## config.mk

```make
export PLATFORM = sky130hd
export DESIGN_NAME = rgbhsi_cell
export DESIGN_NICKNAME = d
export VERILOG_FILES = /design/src/hw/rtl/rgb_to_hsi_pixel_assert.svh /design/src/hw/rtl/rgbhsi_pkg.sv /design/src/hw/rtl/rgbhsi_cell.sv
export SDC_FILE = /design/constraint.sdc
export NUM_CORES = 1
export LEC_CHECK = 0
export BUFFER_PORTS_ARGS = -buffer_cell sky130_fd_sc_hd__buf_2
export CAP_MARGIN = 10
export CELL_PAD_IN_SITES_DETAIL_PLACEMENT = 0
export CELL_PAD_IN_SITES_GLOBAL_PLACEMENT = 1
export CORE_AREA = 8 8 157 159
export DETAILED_ROUTE_END_ITERATION = 8
export DIE_AREA = 0 0 165 167
export PLACE_DENSITY_LB_ADDON = 0.1
export SETUP_SLACK_MARGIN = 0.02
export SYNTH_ARGS = -nofsm -noshare
export SYNTH_HDL_FRONTEND = slang
export SYNTH_SLANG_ARGS = --single-unit
export TNS_END_PERCENT = 10
```

## constraint.sdc

```tcl
create_clock -name clock -period 5.6 [get_ports clock]
set_input_delay 0.28 -clock clock [delete_from_list [all_inputs] [get_ports clock]]
set_output_delay 0.28 -clock clock [all_outputs]
set_load 0.02 [all_outputs]
```

## src/hw/rtl/rgb_to_hsi_pixel_assert.svh

```systemverilog
// Assertion macros for the RGB to HSI converter.
// Included by the RTL modules that check their own behavior.
`ifndef RGB_TO_HSI_PIXEL_ASSERT_SVH
`define RGB_TO_HSI_PIXEL_ASSERT_SVH
`ifndef SYNTH
`define RHSI_ASSERT(label, clk, rst, prop) \
   label: assert property (@(posedge clk) disable iff (rst) prop) \
      else $error("assertion failed");
`define RHSI_ASSERT_NEVER(label, clk, rst, expr) \
   label: assert property (@(posedge clk) disable iff (rst) !(expr)) \
      else $error("forbidden condition seen");
`else
`define RHSI_ASSERT(label, clk, rst, prop)
`define RHSI_ASSERT_NEVER(label, clk, rst, expr)
`endif
`endif

```

## src/hw/rtl/rgbhsi_pkg.sv

```systemverilog
// Types and constants shared by the RGB to HSI converter.
// No dependencies.
package rgbhsi_pkg;

   localparam int CORDIC_STEPS = 24;
   localparam int ANGLE_BITS   = 32;
   localparam int QUOT_BITS    = 8;
   localparam int REM_BITS     = 18;
   localparam int SUM_BITS     = 10;
   localparam longint SQRT3_Q24 = 64'd29058991;
   localparam logic [ANGLE_BITS-1:0] HALF_TURN = 32'h8000_0000;

   localparam logic [ANGLE_BITS-1:0] ATAN_TURNS [CORDIC_STEPS] = '{
      32'h20000000, 32'h12E4051E, 32'h09FB385B, 32'h051111D4,
      32'h028B0D43, 32'h0145D7E1, 32'h00A2F61E, 32'h00517C55,
      32'h0028BE53, 32'h00145F2F, 32'h000A2F98, 32'h000517CC,
      32'h00028BE6, 32'h000145F3, 32'h0000A2FA, 32'h0000517D,
      32'h000028BE, 32'h0000145F, 32'h00000A30, 32'h00000518,
      32'h0000028C, 32'h00000146, 32'h000000A3, 32'h00000051
   };

   typedef struct packed {
      logic [7:0] blue;
      logic [7:0] green;
      logic [7:0] red;
   } pixel_type;

   typedef struct packed {
      logic [7:0] hue;
      logic [7:0] saturation;
      logic [7:0] intensity;
   } hsi_type;

   typedef struct packed {
      logic [ANGLE_BITS-1:0] angle;
      logic [REM_BITS-1:0]   remainder;
      logic [QUOT_BITS-1:0]  quotient;
      logic [SUM_BITS-1:0]   divisor;
      logic [7:0]            intensity;
      logic                  gray;
   } carry_type;

endpackage

```

## src/hw/rtl/rgbhsi_cell.sv

```systemverilog
// One stage of the converter chain: a CORDIC vectoring step and,
// in the leading stages, one restoring division step. Uses rgbhsi_pkg.
module rgbhsi_cell #(
   parameter int W    = 28,
   parameter int STEP = 0
) (
   input  logic                  clock,
   input  logic                  reset,
   input  logic                  advance,
   input  logic                  in_valid,
   input  logic signed [W-1:0]   in_x,
   input  logic signed [W-1:0]   in_y,
   input  rgbhsi_pkg::carry_type in_carry,
   output logic                  out_valid,
   output logic signed [W-1:0]   out_x,
   output logic signed [W-1:0]   out_y,
   output rgbhsi_pkg::carry_type out_carry
);

   localparam int SH = (STEP < rgbhsi_pkg::QUOT_BITS) ? rgbhsi_pkg::QUOT_BITS - 1 - STEP : 0;

   logic                   valid_ff;
   logic signed [W-1:0]    x_ff, x_in, y_ff, y_in;
   rgbhsi_pkg::carry_type  carry_ff, carry_in;
   logic signed [W-1:0]    xs, ys;
   logic [rgbhsi_pkg::REM_BITS-1:0] den_shift;
   logic [rgbhsi_pkg::REM_BITS:0]   trial;

   always_comb begin
      xs        = in_x >>> STEP;
      ys        = in_y >>> STEP;
      carry_in  = in_carry;
      den_shift = rgbhsi_pkg::REM_BITS'(in_carry.divisor) << SH;
      trial     = {1'b0, in_carry.remainder} - {1'b0, den_shift};
      if (in_y > 0) begin
         x_in = in_x + ys;
         y_in = in_y - xs;
         carry_in.angle = in_carry.angle + rgbhsi_pkg::ATAN_TURNS[STEP];
      end else begin
         x_in = in_x - ys;
         y_in = in_y + xs;
         carry_in.angle = in_carry.angle - rgbhsi_pkg::ATAN_TURNS[STEP];
      end
      if ((STEP < rgbhsi_pkg::QUOT_BITS) && !trial[rgbhsi_pkg::REM_BITS]) begin
         carry_in.remainder    = trial[rgbhsi_pkg::REM_BITS-1:0];
         carry_in.quotient[SH] = 1'b1;
      end
   end

   always_ff @(posedge clock) begin
      if (reset) begin
         valid_ff <= 1'b0;
      end else if (advance) begin
         valid_ff <= in_valid;
      end
      if (advance) begin
         x_ff     <= x_in;
         y_ff     <= y_in;
         carry_ff <= carry_in;
      end
   end

   assign out_valid = valid_ff;
   assign out_x     = x_ff;
   assign out_y     = y_ff;
   assign out_carry = carry_ff;

endmodule

```

==> flow_results.xml <==
<?xml version="1.0" encoding="UTF-8"?>
<metrics>
  <group name="outcome">
    <metric name="status" unit="">complete, no violations</metric>
  </group>
  <group name="routing">
    <metric name="drt_wl_total" unit="um">31500</metric>
    <metric name="detailedRoute.firstPassIterationCount" unit="">5</metric>
    <metric name="via_count" unit="">8256</metric>
    <metric name="remaining_drc_errors" unit="">0</metric>
    <metric name="route.detailed.wl_per_inst" unit="um">20.9</metric>
    <metric name="antenna_left" unit="">0</metric>
    <metric name="drtIter0Drc" unit="">648</metric>
    <metric name="viasPerCell" unit="">5.46</metric>
  </group>
  <group name="pwr">
    <metric name="power_frac_seq" unit="%">37.8</metric>
    <metric name="power.leakage" unit="nW">5.30</metric>
    <metric name="powerDensity" unit="nW/um^2">288</metric>
    <metric name="vdd_ir_drop_max" unit="mV">0.178</metric>
    <metric name="power.internal" unit="mW">2.21</metric>
    <metric name="power.switching_fraction" unit="%">34.9</metric>
    <metric name="power.combinational.fraction" unit="%">30.2</metric>
    <metric name="power.total" unit="mW">3.39</metric>
    <metric name="p_sw" unit="mW">1.18</metric>
    <metric name="clock_power_share" unit="%">32.0</metric>
  </group>
  <group name="cts">
    <metric name="htreeDepth" unit="">4</metric>
    <metric name="tritoncts_clock_tree" unit="">built</metric>
    <metric name="ctsRootBufferMaster" unit="">clkbuf_16</metric>
    <metric name="cts_max_path_buffers" unit="">2</metric>
    <metric name="cts.reportedPaths.clkPinSlew" unit="ps">70</metric>
    <metric name="tritoncts.num_buffers" unit="">17</metric>
    <metric name="clock_sinks" unit="">133</metric>
    <metric name="clk-insertion-delay-late" unit="ps">420</metric>
  </group>
  <group name="grt">
    <metric name="pin_count_of_the_biggest_net_entering_global_routing" unit="">71</metric>
    <metric name="number_of_antenna_violations_at_the_first_check_in_global_routing" unit="">1</metric>
    <metric name="grt_pass1_vias" unit="">8190</metric>
    <metric name="grt_pass1_wl" unit="um">47600</metric>
    <metric name="globalRouteTotalUtil" unit="%">22.1</metric>
    <metric name="globalRouteOverflowTotal" unit="">0</metric>
  </group>
  <group name="worst_setup_path">
    <metric name="timing.critical_path.buf_inv" unit="">3</metric>
    <metric name="r2r-end" unit="">out_valid</metric>
    <metric name="timing.critical_path.max_delay_family" unit="">compound AO/OA/AOI/OAI gates</metric>
    <metric name="worstSetupEndpointType" unit="">register</metric>
    <metric name="timing.critical_path.cells" unit="">buf_2, inv_1, ha_1, inv_1, a21oi_1, o311ai_0, a221oi_2, a31oi_2, a2111oi_0, a21oi_1, xnor2_1</metric>
    <metric name="cpPeakStageDelay" unit="ps">590</metric>
    <metric name="required" unit="ps">5760</metric>
    <metric name="rr_worst_depth" unit="">2</metric>
    <metric name="r2r_start" unit="">out_valid</metric>
    <metric name="setup_slack_of_the_most_critical_reg_to_reg_path" unit="ps">5010</metric>
    <metric name="critical_path.slowest_cell" unit="">ha_1</metric>
    <metric name="critical_path_peak_fanout" unit="">12</metric>
    <metric name="cp.depth" unit="">11</metric>
    <metric name="kind_of_start_point_of_the_critical_path" unit="">primary input</metric>
    <metric name="arrival" unit="ps">3180</metric>
    <metric name="critPathKind" unit="">in -&gt; reg</metric>
    <metric name="critPathLaunch" unit="">in_x[8]</metric>
  </group>
  <group name="die">
    <metric name="placement_rows" unit="">55</metric>
    <metric name="fp.dieArea" unit="um^2">27600</metric>
    <metric name="die_w" unit="um">165</metric>
    <metric name="die_height" unit="um">167</metric>
    <metric name="boundaryPins" unit="">271</metric>
    <metric name="floorplan.initialDensity" unit="%">43.3</metric>
    <metric name="core_region_area" unit="um^2">22200</metric>
  </group>
  <group name="logic_synthesis">
    <metric name="number_of_synthesized_flops_with_an_enable_pin" unit="">132</metric>
    <metric name="netlist_area" unit="um^2">9640</metric>
    <metric name="synth.net_count" unit="">1195</metric>
    <metric name="yosys-top-cells-area" unit="">edfxtp_1, ha_1, a21oi_1</metric>
    <metric name="yosysWarningCount" unit="">0</metric>
    <metric name="dominant_combinational_cell_family_by_area_after_synthesis" unit="">compound AO/OA/AOI/OAI gates</metric>
    <metric name="synthAdderAreaFrac" unit="%">12.9</metric>
    <metric name="ys_seq_area_share" unit="%">41.3</metric>
    <metric name="synth_area_per_cell" unit="um^2">10.0</metric>
    <metric name="synth_compound_gate_area_share" unit="%">20.9</metric>
    <metric name="yosys_register_bits" unit="">133</metric>
    <metric name="primary_ff_master_synth" unit="">edfxtp_1</metric>
    <metric name="proportion_of_register_bits_with_asynchronous_set_or_reset_after_synthesis" unit="%">0</metric>
    <metric name="yosysUniqueCellTypes" unit="">74</metric>
    <metric name="multiplexer_share_of_the_synthesized_area" unit="%">2.06</metric>
    <metric name="post-synth-top-area-cell" unit="">edfxtp_1</metric>
    <metric name="synthSimpleGateAreaFrac" unit="%">11.9</metric>
    <metric name="synthCells" unit="">962</metric>
    <metric name="synth-xor-area-share" unit="%">5.18</metric>
    <metric name="yosys.area.top_type_share" unit="%">41.1</metric>
  </group>
  <group name="timing">
    <metric name="finalSetupTns" unit="ps">0</metric>
    <metric name="final-max-slew-violation-count" unit="">0</metric>
    <metric name="final.min_clock_period" unit="ps">3030</metric>
    <metric name="worst_slew_slack_as_a_fraction_of_its_limit" unit="%">38.4</metric>
    <metric name="grt_setup_unrepaired" unit="">no</metric>
    <metric name="hold-worst-slack" unit="ps">34.2</metric>
    <metric name="finalHoldViolations" unit="">0</metric>
    <metric name="timing.fmax" unit="MHz">330</metric>
    <metric name="final.period_utilization" unit="%">54.0</metric>
    <metric name="worst_slew_pin_slew" unit="ps">924</metric>
    <metric name="timing.final.setup_violations" unit="">0</metric>
    <metric name="finClkSkew" unit="ps">0</metric>
  </group>
  <group name="layout">
    <metric name="finalNetCount" unit="">1447</metric>
    <metric name="drive_gt1_share" unit="%">28.2</metric>
    <metric name="fin_area" unit="um^2">11800</metric>
    <metric name="mostFrequentLayoutCell" unit="">buf_2</metric>
    <metric name="ff_latch_area" unit="um^2">3980</metric>
    <metric name="instances_no_fill" unit="">1512</metric>
    <metric name="diodes" unit="">0</metric>
    <metric name="footprint_of_the_multi_input_gates" unit="um^2">5100</metric>
    <metric name="num-fill-cells" unit="">2093</metric>
    <metric name="area_delta_synth_final" unit="%">22.0</metric>
    <metric name="final_cell_mix" unit="">buf_2, edfxtp_1, a21oi_1</metric>
  </group>
  <group name="placement">
    <metric name="port_buffers" unit="">270</metric>
    <metric name="detailed_place_hpwl" unit="um">25000</metric>
    <metric name="gp_routability_congestion" unit="">0.889</metric>
    <metric name="dp_cells" unit="">1479</metric>
    <metric name="detailed_place.area" unit="um^2">11200</metric>
  </group>
  <group name="job">
    <metric name="maxCapViolCount" unit="">0</metric>
  </group>
  <group name="hold_path">
    <metric name="hold_end" unit="">out_carry[3]</metric>
    <metric name="min_from" unit="">in_carry[3]</metric>
    <metric name="min-delay-path-class" unit="">in -&gt; reg</metric>
    <metric name="holdPathStages" unit="">1</metric>
  </group>
</metrics>
## routing by layer
metal,up-vias,GRT usage (%),share of wire (%)
li1,4000,-,-
met1,3893,28.5,44
met2,331,37.2,48
met3,30,3.53,7.1
met4,2,6.11,1.6
met5,-,0,0.041
## what timing repair did
action,in CTS,in global routing
endpoints found under the hold margin,1,0
hold buffers,1,0
resized for setup,0,0
setup endpoints to repair,0,0
setup buffers,0,0
## worst max-delay path by stage
stage                     slack, ps   endpoint
after CTS                      2620  out_y[25]
after global placement         2250  out_x[19]
final                          2570  out_y[25]
after global routing           2280  out_y[25]
after floorplan                2910  out_x[26]
after detailed placement       2170  out_y[25]
## layout make-up
class                   count  area share (%)
well taps                 285            3.03
multi-input cells         691            43.4
clock buffers              17            3.62
inverters                  97            3.10
repair buffers            274            11.8
clock inverters            15            1.16
flip-flops and latches    133            33.9
## kinds of logic (layout without fill, tap and decap cells)
group,Yosys count,count (layout)
buffers and inverters,138,403
DFF,133,133
AOI/OAI and AO/OA,291,291
adders and majority gates,96,96
xor gates and xnor gates,57,57
and+or+nand+nor,228,228
muxes,19,19
## per-stage QoR
stage | setup WS (ps) | util (%)
final | 2570 | 52.9
after global routing | 2280 | 52.9
after CTS | 2620 | 52.9
after detailed placement | 2170 | 50.3
after global placement | 2250 | 50.3
after floorplan | 2910 | -
## sequential cells by signal, indices dropped and copies added (netlist names)
| signal | count |
|---|---|
| out_carry | 77 |
| out_x | 28 |
| out_y | 27 |
| out_valid | 1 |
## power groups by stage
stage	Combinational, mW	Sequential [mW]	Clock, mW
3_3_place_gp	1.02	1.30	0
6_report	1.02	1.28	1.08
3_5_place_dp	1.02	1.31	0
5_1_grt	1.11	1.29	1.14
2_1_floorplan	0.496	1.47	0
4_1_cts	1.03	1.28	1.11
## worst register-to-register path, cell delays in order, from the launching register on
cell and delay (ps):
dfxtp_1 310, mux2i_1 130, nor2_1 50
## Yosys cell counts (3+ instances only)
cell type and count:
o211ai_1 9, fa_1 5, nand3b_1 3, a31oi_1 5, o21a_1 7, a2111oi_4 3
nor3b_1 3, nand2_1 41, and3_1 9, a31o_2 5, nor2b_1 14, buf_2 13
xor2_1 8, nor2_1 73, a21o_1 30, inv_1 94, a221oi_1 4, a21boi_0 3
buf_1 6, or2_2 7, nor3_1 15, o31ai_1 11, o21ba_2 3, clkbuf_1 17
o21ai_0 41, or3_1 6, a221o_1 3, xnor2_1 49, nand2b_1 8, a211o_1 4
edfxtp_1 132, buf_4 5, o21bai_1 18, mux2i_1 12, ha_1 91, a211oi_1 12
and2_1 9, mux2_2 7, nor4_1 11, nand3_1 10, or4_1 4, nand4_1 10
a21oi_1 103
Note: power is estimated with default switching activity, not from simulation.
